File: src/rtl/hse_pkg.sv
// Package with shared constants and command/status types of the heap sort engine.
`default_nettype none
package hse_pkg;
    localparam int DEPTH_DEFAULT = 64;
    localparam int KEY_WIDTH_DEFAULT = 32;

    typedef struct packed {
        logic load;      // store the incoming key
        logic out_take;  // the result register was taken
    } hse_cmd_t;

    typedef struct packed {
        logic busy;      // sorting or emitting
    } hse_stat_t;

    // Datapath operations issued by the controller, one per cycle.
    typedef enum logic [3:0] {
        OP_IDLE,
        OP_LOAD,
        OP_CLOSE,
        OP_TOP,
        OP_RDN,
        OP_KID1,
        OP_KID2,
        OP_CMP,
        OP_WRN,
        OP_WRK,
        OP_EXR,
        OP_EXK,
        OP_EXW,
        OP_WRR,
        OP_EMRD,
        OP_EMIT
    } hse_op_t;

    // Datapath status seen by the controller.
    typedef struct packed {
        logic top_zero;   // no parent left to sift in the build phase
        logic len_le1;    // heap has shrunk to one entry
        logic kid1_out;   // node has no children
        logic kid2_in;    // node has a right child
        logic kid2_wins;  // right child is larger than the left one
        logic node_wins;  // node is not smaller than its larger child
        logic emit_last;  // the entry being emitted is the final one
        logic out_free;   // the result register can take a new item
    } hse_dst_t;
endpackage
`default_nettype wire

File: src/rtl/hse_ram.sv
// Generic single-port RAM with registered read.
`default_nettype none
module hse_ram #(
    parameter int WIDTH = 32,
    parameter int DEPTH = 64
) (
    input  wire logic                     aclk,
    input  wire logic                     we,
    input  wire logic [$clog2(DEPTH+1)-1:0] addr,
    input  wire logic [WIDTH-1:0]         wdata,
    output logic      [WIDTH-1:0]         rdata
);
    localparam int AW = (DEPTH > 1) ? $clog2(DEPTH) : 1;
    logic [WIDTH-1:0] mem [DEPTH];
    logic [AW-1:0] idx;
    assign idx = addr[AW-1:0];
    always_ff @(posedge aclk) begin
        if (we) begin
            mem[idx] <= wdata;
        end
        rdata <= mem[idx];
    end
endmodule
`default_nettype wire

File: src/rtl/hse_core.sv
// Controller state machine and datapath of the heap sort engine.
`default_nettype none
module hse_ctrl (
    input  wire logic              aclk,
    input  wire logic              aresetn,
    input  wire logic              load,
    input  wire logic              in_last,
    input  wire hse_pkg::hse_dst_t dst,
    output hse_pkg::hse_stat_t     stat,
    output hse_pkg::hse_op_t       op,
    output logic                   take_node
);
    typedef enum logic [13:0] {
        ST_LOAD  = 14'b00000000000001,
        ST_BUILD = 14'b00000000000010,
        ST_RDN   = 14'b00000000000100,
        ST_RDK   = 14'b00000000001000,
        ST_RDK2  = 14'b00000000010000,
        ST_CMP   = 14'b00000000100000,
        ST_WRN   = 14'b00000001000000,
        ST_WRK   = 14'b00000010000000,
        ST_EXR   = 14'b00000100000000,
        ST_EXK   = 14'b00001000000000,
        ST_EXW   = 14'b00010000000000,
        ST_WRR   = 14'b00100000000000,
        ST_EMRD  = 14'b01000000000000,
        ST_EMIT  = 14'b10000000000000
    } state_t;

    state_t state_reg, state_next;
    logic phase_reg, phase_next;   // 0 build, 1 extract

    assign stat.busy = (state_reg != ST_LOAD);

    always_comb begin
        state_next = state_reg;
        phase_next = phase_reg;
        op = hse_pkg::OP_IDLE;
        take_node = 1'b0;
        unique case (state_reg)
            ST_LOAD: begin
                if (load) begin
                    if (in_last) begin
                        op = hse_pkg::OP_CLOSE;
                        phase_next = 1'b0;
                        state_next = ST_BUILD;
                    end else begin
                        op = hse_pkg::OP_LOAD;
                    end
                end
            end
            ST_BUILD: begin
                // Build phase walks the parents down; afterwards every sift starts an exchange.
                if (phase_reg || dst.top_zero) begin
                    phase_next = 1'b1;
                    state_next = ST_EXR;
                end else begin
                    op = hse_pkg::OP_TOP;
                    state_next = ST_RDN;
                end
            end
            ST_RDN: begin
                op = hse_pkg::OP_RDN;
                state_next = ST_RDK;
            end
            ST_RDK: begin
                // Only a freshly read parent loads the sifted key from the RAM.
                op = hse_pkg::OP_KID1;
                take_node = !phase_reg;
                state_next = dst.kid1_out ? ST_BUILD : ST_RDK2;
            end
            ST_RDK2: begin
                op = hse_pkg::OP_KID2;
                state_next = dst.kid2_in ? ST_CMP : ST_WRN;
            end
            ST_CMP: begin
                op = hse_pkg::OP_CMP;
                state_next = ST_WRN;
            end
            ST_WRN: begin
                if (dst.node_wins) begin
                    state_next = ST_BUILD;
                end else begin
                    op = hse_pkg::OP_WRN;
                    state_next = ST_WRK;
                end
            end
            ST_WRK: begin
                op = hse_pkg::OP_WRK;
                state_next = ST_RDK;
            end
            ST_EXR: begin
                if (dst.len_le1) begin
                    state_next = ST_EMRD;
                end else begin
                    op = hse_pkg::OP_EXR;
                    state_next = ST_EXK;
                end
            end
            ST_EXK: begin
                op = hse_pkg::OP_EXK;
                state_next = ST_EXW;
            end
            ST_EXW: begin
                op = hse_pkg::OP_EXW;
                state_next = ST_WRR;
            end
            ST_WRR: begin
                op = hse_pkg::OP_WRR;
                state_next = ST_RDK;
            end
            ST_EMRD: begin
                op = hse_pkg::OP_EMRD;
                state_next = ST_EMIT;
            end
            ST_EMIT: begin
                op = hse_pkg::OP_EMIT;
                if (dst.out_free && dst.emit_last) begin
                    state_next = ST_LOAD;
                end
            end
            default: state_next = ST_LOAD;
        endcase
    end

    always_ff @(posedge aclk) begin
        if (!aresetn) begin
            state_reg <= ST_LOAD;
            phase_reg <= 1'b0;
        end else begin
            state_reg <= state_next;
            phase_reg <= phase_next;
        end
    end
endmodule

module hse_dp #(
    parameter int DEPTH = hse_pkg::DEPTH_DEFAULT,
    parameter int KEY_WIDTH = hse_pkg::KEY_WIDTH_DEFAULT
) (
    input  wire logic                 aclk,
    input  wire logic                 aresetn,
    input  wire hse_pkg::hse_op_t     op,
    input  wire logic                 take_node,
    input  wire logic                 out_take,
    input  wire logic [KEY_WIDTH-1:0] in_key,
    input  wire logic                 key_is_signed,
    output hse_pkg::hse_dst_t         dst,
    output logic                      out_valid,
    output logic [KEY_WIDTH-1:0]      out_key,
    output logic                      out_end,
    output logic                      out_drop
);
    localparam int CW = $clog2(DEPTH+1);

    logic [CW-1:0] cnt_reg, cnt_next;
    logic [CW-1:0] len_reg, len_next;
    logic [CW-1:0] top_reg, top_next;
    logic [CW-1:0] node_reg, node_next;
    logic [CW-1:0] kid_reg, kid_next;
    logic [CW-1:0] emit_reg, emit_next;
    logic [CW-1:0] cnt_inc;
    logic [KEY_WIDTH-1:0] nval_reg, nval_next, kval_reg, kval_next;
    logic ovf_reg, ovf_next, sgn_reg, sgn_next;
    logic ov_reg, ov_next, oe_reg, oe_next, od_reg, od_next;
    logic [KEY_WIDTH-1:0] ok_reg, ok_next;
    logic room;

    logic we;
    logic [CW-1:0] addr;
    logic [KEY_WIDTH-1:0] wdata, rdata;

    hse_ram #(.WIDTH(KEY_WIDTH), .DEPTH(DEPTH)) u_ram (
        .aclk(aclk), .we(we), .addr(addr), .wdata(wdata), .rdata(rdata)
    );

    function automatic logic lt(input logic [KEY_WIDTH-1:0] a,
                                input logic [KEY_WIDTH-1:0] b, input logic s);
        logic [KEY_WIDTH-1:0] fa, fb;
        begin
            fa = a;
            fb = b;
            fa[KEY_WIDTH-1] = a[KEY_WIDTH-1] ^ s;
            fb[KEY_WIDTH-1] = b[KEY_WIDTH-1] ^ s;
            lt = fa < fb;
        end
    endfunction

    logic [CW:0] kid1, kid2;
    assign kid1 = {node_reg, 1'b1};
    assign kid2 = kid1 + (CW+1)'(1);

    assign room = (cnt_reg < CW'(DEPTH));
    assign cnt_inc = room ? cnt_reg + CW'(1) : cnt_reg;

    assign dst.top_zero = (top_reg == '0);
    assign dst.len_le1 = (len_reg <= CW'(1));
    assign dst.kid1_out = (kid1 >= (CW+1)'(len_reg));
    assign dst.kid2_in = (kid2 < (CW+1)'(len_reg));
    assign dst.kid2_wins = lt(kval_reg, rdata, sgn_reg);
    assign dst.node_wins = !lt(nval_reg, kval_reg, sgn_reg);
    assign dst.emit_last = (emit_reg + CW'(1) == cnt_reg);
    assign dst.out_free = !ov_reg || out_take;

    assign out_valid = ov_reg;
    assign out_key = ok_reg;
    assign out_end = oe_reg;
    assign out_drop = od_reg;

    always_comb begin
        cnt_next = cnt_reg; len_next = len_reg; top_next = top_reg;
        node_next = node_reg; kid_next = kid_reg; emit_next = emit_reg;
        nval_next = nval_reg; kval_next = kval_reg;
        ovf_next = ovf_reg; sgn_next = sgn_reg;
        ov_next = ov_reg; oe_next = oe_reg; od_next = od_reg; ok_next = ok_reg;
        we = 1'b0; addr = cnt_reg; wdata = in_key;
        if (out_take) begin
            ov_next = 1'b0;
        end
        unique case (op) inside
            hse_pkg::OP_IDLE: ;
            hse_pkg::OP_LOAD, hse_pkg::OP_CLOSE: begin
                // A key that finds the store full is dropped and flagged.
                we = room;
                cnt_next = cnt_inc;
                if (!room) begin
                    ovf_next = 1'b1;
                end
                if (op == hse_pkg::OP_CLOSE) begin
                    sgn_next = key_is_signed;
                    len_next = cnt_inc;
                    top_next = cnt_inc >> 1;
                    emit_next = '0;
                end
            end
            hse_pkg::OP_TOP: begin
                node_next = top_reg - CW'(1);
                top_next = top_reg - CW'(1);
            end
            hse_pkg::OP_RDN: begin
                addr = node_reg;
            end
            hse_pkg::OP_KID1: begin
                if (take_node) begin
                    nval_next = rdata;
                end
                addr = kid1[CW-1:0];
                kid_next = kid1[CW-1:0];
            end
            hse_pkg::OP_KID2: begin
                kval_next = rdata;
                addr = kid2[CW-1:0];
            end
            hse_pkg::OP_CMP: begin
                if (dst.kid2_wins) begin
                    kval_next = rdata;
                    kid_next = kid2[CW-1:0];
                end
            end
            hse_pkg::OP_WRN: begin
                we = 1'b1;
                addr = kid_reg;
                wdata = nval_reg;
            end
            hse_pkg::OP_WRK: begin
                we = 1'b1;
                addr = node_reg;
                wdata = kval_reg;
                node_next = kid_reg;
            end
            hse_pkg::OP_EXR: begin
                // Read the root; the end of the heap is read next.
                addr = '0;
                kid_next = len_reg - CW'(1);
                node_next = '0;
            end
            hse_pkg::OP_EXK: begin
                nval_next = rdata;
                addr = kid_reg;
            end
            hse_pkg::OP_EXW: begin
                we = 1'b1;
                addr = kid_reg;
                wdata = nval_reg;
                kval_next = rdata;
                len_next = len_reg - CW'(1);
            end
            hse_pkg::OP_WRR: begin
                // The former end key becomes the root and is sifted down.
                we = 1'b1;
                addr = '0;
                wdata = kval_reg;
                nval_next = kval_reg;
            end
            hse_pkg::OP_EMRD: begin
                addr = emit_reg;
            end
            hse_pkg::OP_EMIT: begin
                addr = emit_reg;
                if (dst.out_free) begin
                    ov_next = 1'b1;
                    ok_next = rdata;
                    oe_next = dst.emit_last;
                    od_next = ovf_reg;
                    if (dst.emit_last) begin
                        cnt_next = '0;
                        ovf_next = 1'b0;
                    end else begin
                        emit_next = emit_reg + CW'(1);
                        addr = emit_reg + CW'(1);
                    end
                end
            end
            default: ;
        endcase
    end

    always_ff @(posedge aclk) begin
        if (!aresetn) begin
            cnt_reg <= '0;
            ovf_reg <= 1'b0;
            ov_reg <= 1'b0;
        end else begin
            cnt_reg <= cnt_next;
            ovf_reg <= ovf_next;
            ov_reg <= ov_next;
        end
        len_reg <= len_next; top_reg <= top_next; node_reg <= node_next;
        kid_reg <= kid_next; emit_reg <= emit_next; nval_reg <= nval_next;
        kval_reg <= kval_next; sgn_reg <= sgn_next; oe_reg <= oe_next;
        od_reg <= od_next; ok_reg <= ok_next;
    end
endmodule
`default_nettype wire

File: src/rtl/heap_sort_engine_top.sv
// Top level of the heap sort engine with stream ports and the sign register.
//
//  Channel | Dir | Content
//  s_      | in  | tdata = key, tlast = last
//  m_      | out | tdata = sorted_key, tlast = end_of_set, tuser = dropped
//  cfg_    | in  | cfg_data = key_is_signed
//
// Keys are loaded while the engine is idle. After the last key the single RAM
// port runs the sift sequencer: it builds the heap by sifting each parent down,
// then exchanges the root with the end of the heap and sifts again for each key;
// results then follow one a cycle while the output is not stalled.
// Reset is synchronous and clears the key count and flags; the store needs no clearing.
// Input is held off while sorting and emitting; output stalls freeze emission.
`default_nettype none
module heap_sort_engine_top #(
    parameter int DEPTH = hse_pkg::DEPTH_DEFAULT,
    parameter int KEY_WIDTH = hse_pkg::KEY_WIDTH_DEFAULT
) (
    input  wire logic        aclk,
    input  wire logic        aresetn,
    input  wire logic        s_tvalid,
    output logic             s_tready,
    input  wire logic [31:0] s_tdata,   // key[31:0]
    input  wire logic        s_tlast,
    output logic             m_tvalid,
    input  wire logic        m_tready,
    output logic [31:0]      m_tdata,   // sorted_key[31:0]
    output logic             m_tlast,
    output logic             m_tuser,   // dropped
    input  wire logic        cfg_valid,
    output logic             cfg_ready,
    input  wire logic        cfg_data
);
    localparam int KB = (KEY_WIDTH < 32) ? KEY_WIDTH : 32;
    hse_pkg::hse_cmd_t cmd;
    hse_pkg::hse_stat_t stat;
    hse_pkg::hse_op_t op;
    hse_pkg::hse_dst_t dst;
    logic take_node;
    logic sgn_reg;
    logic [KB-1:0] okey;

    // The sign mode is a plain register; the sorter samples it when a set closes.
    assign cfg_ready = 1'b1;
    always_ff @(posedge aclk) begin
        if (!aresetn) begin
            sgn_reg <= 1'b0;
        end else if (cfg_valid) begin
            sgn_reg <= cfg_data;
        end
    end

    // Keys are taken only while the controller is loading.
    assign s_tready = !stat.busy;
    assign cmd.load = s_tvalid && s_tready;
    assign cmd.out_take = m_tvalid && m_tready;

    hse_ctrl u_ctrl (
        .aclk(aclk), .aresetn(aresetn), .load(cmd.load), .in_last(s_tlast),
        .dst(dst), .stat(stat), .op(op), .take_node(take_node)
    );

    hse_dp #(.DEPTH(DEPTH), .KEY_WIDTH(KB)) u_dp (
        .aclk(aclk), .aresetn(aresetn), .op(op), .take_node(take_node),
        .out_take(cmd.out_take), .in_key(s_tdata[KB-1:0]), .key_is_signed(sgn_reg),
        .dst(dst), .out_valid(m_tvalid), .out_key(okey), .out_end(m_tlast),
        .out_drop(m_tuser)
    );
    assign m_tdata = 32'(okey);
endmodule
`default_nettype wire

File: config.mk
export PLATFORM = sky130hd
export DESIGN_NAME = heap_sort_engine_top
export DESIGN_NICKNAME = d
export VERILOG_FILES = /design/src/rtl/hse_pkg.sv /design/src/rtl/hse_ram.sv /design/src/rtl/hse_core.sv /design/src/rtl/heap_sort_engine_top.sv
export SDC_FILE = /design/constraint.sdc
export NUM_CORES = 2
export LEC_CHECK = 0
export CAP_MARGIN = 30
export CORE_MARGIN = 5
export CORE_UTILIZATION = 61
export CTS_CLUSTER_SIZE = 24
export DETAILED_ROUTE_END_ITERATION = 7
export DONT_BUFFER_PORTS = 1
export PLACE_DENSITY = 0.77
export SYNTH_ARGS = -nofsm -noshare
export SYNTH_HDL_FRONTEND = slang
export SYNTH_SLANG_ARGS = --single-unit
File: constraint.sdc
create_clock -name aclk -period 6.9 [get_ports aclk]
set_input_delay 0.69 -clock aclk [delete_from_list [all_inputs] [get_ports aclk]]
set_output_delay 0.69 -clock aclk [all_outputs]
set_load 0.005 [all_outputs]
# Yosys cells after proc, flatten, opt, wreduce, memory -nomap -nowiden
# Memory sizes are Yosys's and may differ from the RTL's. A register that Yosys moved wholly into a read port is not among the register bits.
# Cells that the tools add are included.
[totals] regBits=159 ramBits=2048 inputBits=39 out_inout_bits=37 wordCells=162 mem_count=1
[mem_list] name="u_dp.u_ram.mem" words=64 width=32 read_ports=1 rd_clocked_by_memory_dff=1 wr=1 line="hse_ram.sv:14" text="logic [WIDTH-1:0] mem [DEPTH];"
[classes] n_addsub=5 n_lt_le_gt_ge=6 n_eq_ne=41 muxes=51 n_bitwise=3 n_reduce_logical=38
[ops] op="case mux 14 bit (12 select lines)" n=1
[ops] op="case mux 32 bit (2 select lines)" n=2
[ops] op="case mux 32 bit (3 select lines)" n=1
[ops] op="two-way mux 7 bit" n=10
[ops] op="< comparator 32 bit" n=2
[ops] op="two-way mux 32 bit" n=2
[ops] op="case mux 4 bit (14 select lines)" n=1
[ops] op="case mux 7 bit (2 select lines)" n=4
[ops] op="two-way mux 14 bit" n=3
[ops] op="case mux 6 bit (7 select lines)" n=1
[ops] op="case mux 7 bit (3 select lines)" n=2
[ops] op="equality test 4 bit (second input constant)" n=8
[ops] op="equality test 4 x 3 -> 1 bit (second input constant)" n=4
[ops] op="AND reduction 2 bit" n=8
[ops] op="adder 7 x 1 -> 7 bit (second input constant)" n=2
[ops] op="equality test 14 x 1 -> 1 bit (second input constant)" n=1
[ops] op="equality test 14 x 10 -> 1 bit (second input constant)" n=1
[ops] op="equality test 14 x 11 -> 1 bit (second input constant)" n=1
[ops] op="equality test 14 x 12 -> 1 bit (second input constant)" n=1
[ops] op="equality test 14 x 13 -> 1 bit (second input constant)" n=1
[ops] op="equality test 14 bit (second input constant)" n=1
[ops] op="equality test 14 x 2 -> 1 bit (second input constant)" n=1
[ops] op="equality test 14 x 3 -> 1 bit (second input constant)" n=1
[ops] op="equality test 14 x 4 -> 1 bit (second input constant)" n=1
[ops] op="other kinds (37)" n=84

# Depth between registers and ports, before layout
[logic_depth] ltp_word=10 depth_mapped=21 ltp_nobuf=15

# Modules after synthesis
# A second synthesis with hierarchy kept.
[unflattened] hier_cells=5304 hier_area_um2=89255.6
[modules_own_cells] module="hse_ram" instances=1 cells_each=4239 area_each_um2=78928.2 seq_area_each_um2=62139.6
[modules_own_cells] module="hse_dp" instances=1 cells_each=927 area_each_um2=9202.6 seq_area_each_um2=4204.0
[modules_own_cells] module="hse_ctrl" instances=1 cells_each=130 area_each_um2=1061.0 seq_area_each_um2=300.3
[modules_own_cells] module="heap_sort_engine_top" instances=1 cells_each=8 area_each_um2=63.8 seq_area_each_um2=20.0

# Least setup slack after synthesis
# Ideal clock, no wire load.
[synth_timing] kind="register -> register" start="register u_ctrl.state_reg[10]" end="memory u_dp.u_ram.mem[0][14], data pin" setup_ps=702 t_arrival_ps=5077 required_ps=6198 path_slack_ps=1121 path_stages_with_launch=13 n_path_buf=5 period_less_slack_ps=5779 path_cell_list="dfxtp_1 -> buf_2 -> or4_1 -> buf_2 -> nor2_1 -> buf_2 -> nand4_1 -> a2111oi_2 -> nand2b_1 -> nand2b_1 -> clkbuf_1 -> clkbuf_1 -> o21ai_0"
[synth_via] elab_chain_cells=8 word_cells_on_any_way=26 classes_between="19 x eq/ne; 3 x mux; 4 x reduce/logical"
[synth_lines] item="start, declared" line="hse_core.sv:30" text="state_t state_reg, state_next;"
[synth_lines] item="start signal, assigned" line="hse_core.sv:131" text="state_reg <= state_next;"
[synth_lines] item="!= test 14 x 1 -> 1 bit" line="hse_core.sv:33" text="assign stat.busy = (state_reg != ST_LOAD);"
[synth_lines] item="logical NOT 1 bit" line="heap_sort_engine_top.sv:54" text="assign s_tready = !stat.busy;"
[synth_lines] item="logical AND 1 bit" line="heap_sort_engine_top.sv:55" text="assign cmd.load = s_tvalid && s_tready;"
[synth_lines] item="two-way mux 4 bit" line="hse_core.sv:42" text="if (load) begin"
[synth_lines] item="case mux 4 bit (14 select lines) *" line="hse_core.sv:40" text="unique case (state_reg)"
[synth_lines] item="equality test 4 bit (no line)"
[synth_lines] item="OR reduction 2 bit (no line)"
[synth_lines] item="case mux 32 bit (2 select lines) *" line="hse_core.sv:220" text="unique case (op) inside"
[synth_lines] item="via u_dp.u_ram.wdata[14]" line="hse_ram.sv:10" text="input wire logic [WIDTH-1:0] wdata,"
[synth_lines] item="end, declared" line="hse_ram.sv:14"
# Mark *: on every way through the listed nets, which the timed path passes. The rest lies on a longest branch.

# Worst setup path after layout
[layout_timing] start="register u_ctrl.state_reg[9]" end="register u_dp.u_ram.rdata[4] (read register of u_dp.u_ram.mem)"
[layout_via] elab_chain_cells=8 word_cells_on_any_way=34 classes_between="26 x eq/ne; 3 x mux; 5 x reduce/logical"
[layout_lines] item="!= test 14 x 1 -> 1 bit" line="hse_core.sv:33"
[layout_lines] item="logical NOT 1 bit" line="heap_sort_engine_top.sv:54"
[layout_lines] item="logical AND 1 bit" line="heap_sort_engine_top.sv:55"
[layout_lines] item="two-way mux 4 bit" line="hse_core.sv:42"
[layout_lines] item="case mux 4 bit (14 select lines) *" line="hse_core.sv:40"
[layout_lines] item="equality test 4 bit (no line) or equality test 4 x 3 -> 1 bit (tied branches)"
[layout_lines] item="OR reduction 3 bit (no line) or OR reduction 2 bit (tied branches)"
[layout_lines] item="case mux 6 bit (7 select lines) *" line="hse_core.sv:220"
[layout_lines] item="end, declared" line="hse_ram.sv:11" text="output logic [WIDTH-1:0] rdata"
# Every way passes the cells marked *; elsewhere a longest branch is shown, timed or not.
# A chain may end at the register's enable or synchronous reset.

==> results.toml <==
[floorplan]
rows = 140
start_util_pct = 61.44
fp.dieArea_um2 = 154600
io_pins = 76
core-area_um2 = 145700
die_h_um = 393.1
die_w_um = 393.1

[setup_path]
crit_path_top_delay_cell = "a2111oi_0"
cp_max_fo = 84
r2r_slack_ns = 0.39
cp_common_cell = "buf_4"
worst_path_largest_cell_delay_ns = 0.96
crit_path_end_kind = "flip-flop"
path_class = "flip-flop to flip-flop"
crit_chain = "or4_1 -> nor2_2 -> nand4_1 -> a2111o_1 -> a21oi_2 -> a221o_4 -> nor2_4 -> buf_4 -> a22oi_1 -> o22ai_1 -> a2111oi_0 -> buf_4 -> and4_1 -> nand3_1"
cp.arrival_ns = 7.19
critPathRequiredTime_ns = 7.59
worstSetupStartpointType = "flip-flop"
cp_top_family = "compound AO/OA/AOI/OAI gates"
worst-path-buf-inv = 2

[timing]
period_needed_ns = 6.505
worst_clock_skew_ns = 0.03818
finalSetupViolCount = 0
max_freq_ghz = 0.1537
rsz0062_at_grt = "no"
min_period_over_period_pct = 94.28
setup_ws_ns = 0.3947
timing.final.hold_violations = 0
relSlewSlack_pct = 26.02
maxSlewViolCount = 0
tightestPinTransition_ns = 1.082

[clocking]
clockRootBuffer = "clkbuf_16"
cts.sinks = 2239
clock_latency_ns = 0.86
clk_pin_slew_worst_paths_ns = 0.06
postCtsSetupBuffers = 0
htreeDepth = 4
cts_inserted_buffers = 208
cts_tree = "yes"
clk_path_buf_depth = 3

[routing]
route.layer.met1.wl_um = 92190
wl_met2_um = 120300
drt-wirelength-per-cell_um = 30.53
dr.pass1.iters = 8
finalWirelength_um = 269000
highest_layer = "met5"
post-route-drc-count = 5
ant_nets = 0
drtIter0Drc = 10262
wl_met3_um = 41240
vias = 60188
avgViaCountPerCell = 6.833

[power]
leakage_nw = 34.16
ir_worst_vdd_uv = 282.7
total_power_mw = 31.06
p_per_area_nw_per_um2 = 306.7

[placed_design]
dp_cells = 8423
portBuffers = 0
post-place-ws_ns = 0.4001
place.gp.congestion = 0.9863
hpwlAfterDp_um = 160200

[yosys]
ys_ff_latch = 2239
synthesis.nets = 6702
syn_area_um2 = 89550
async_reset_ff_share_pct = 0
ys.flop_type = "edfxtp_1"
yosysTopAreaCell = "edfxtp_1"
synth_top_area_share_pct = 73.17
syn_inst = 6583
synth-warning-count = 0
yosysUniqueCellTypes = 89
synth_edf_count = 2182
synth_seq_area_share_pct = 74.45
synth_area_leaders = "edfxtp_1 73%, nand2_1 5.4%, a21oi_1 3.7%, nand3_1 2.0%, dfxtp_1 1.3%"
synth.avg_cell_area_um2 = 13.60

[layout]
syn2layout_area_growth_pct = 13.08
mostFrequentLayoutCell = "edfxtp_1"
final_nets = 6839
stdcell_count = 8809
final_cell_mix = "2,182 x edfxtp_1, 1,283 x nand2_1, 667 x a21oi_1"
utilization_pct = 69.48
filler_cell_count = 9157
largest_reg_flops = 2048
largest_register = "u_dp.u_ram.mem"
drive_above_1_share_pct = 11.76

[global_routing]
antenna_found_initial = 15
grt_max_degree = 141
grt_pass1_wl_um = 387300
track_usage_pct = 34.54
grt_pass1_vias = 57858
overflow = 0

[outcome]
status = "complete, but fails checks"
failed_checks = "design-rule violations"

[hold_path]
hold_class = "primary input to flip-flop"

[job]
cap_violations = 0
Yosys cell counts, drive strengths merged (58+ instances only):
library cell	number
a22oi	139
buf	146
nand2	1284
nor2	255
nor3	58
mux2i	78
nand3	361
ha	80
a21oi	669
clkbuf	270
edfxtp	2182
o21ai	144
inv	82
o22ai	154
logic make-up (layout without fill, tap and decap cells):
group / count (synthesis) / count (layout) / share of synthesized area, %
adders and majority gates: 80 / 80 / 1.118
AOI/OAI and AO/OA: 1415 / 1415 / 9.774
muxes: 120 / 120 / 1.400
xor gates and xnor gates: 42 / 42 / 0.4262
and+or+nand+nor: 2188 / 2188 / 10.62
DFF: 2239 / 2239 / 74.45
other: 1 / 7 / 0.004188
buffers and inverters: 498 / 801 / 2.208
per-stage QoR:
stage,TNS (ns),hold slack (ns),cell area (µm²)
detailed placement,0,0.4636,94700
global route,0,0.05107,101200
global placement,-0.05491,0.4737,94560
floorplan,0,0.4076,89550
finish,0,0.05630,101300
CTS,0,0.01926,101200
cell type report:
class	count	area, µm²	share of cell area [%]
flip-flops and latches	2239	66660	65.84
multi-input cells	3846	21940	21.67
clock buffers	268	5593	5.523
repair buffers	343	3432	3.389
well taps	1917	2399	2.369
clock inverters	108	907.1	0.8959
inverters	82	307.8	0.3040
diodes	6	15.01	0.01483
final timing paths:
kind,start,to,cells after the start
min,aresetn,u_ctrl.state_reg[12],1
max reg2reg,u_ctrl.state_reg[9],u_dp.u_ram.rdata[4],14
max,u_ctrl.state_reg[9],u_dp.u_ram.rdata[4],14
min reg2reg,u_dp.ovf_reg,u_dp.out_drop,0
repair_timing:
action,4_1_cts,5_1_grt
endpoints found under the hold margin,8,0
gates resized for setup,0,1
hold buffers,3,0
endpoints found under the setup margin,0,1
power breakdown:
group	switching (mW)	internal, mW
Sequential	0.483	15.3
Clock	4.95	6.12
Combinational	2.93	1.32
metal layers:
layer	GRT usage [%]	up-vias
met4	17.21	4
met5	0	-
met1	46.43	29406
li1	-	25103
met3	10.61	762
met2	51.81	4913
No activity file was read; power rests on OpenSTA's default activity.
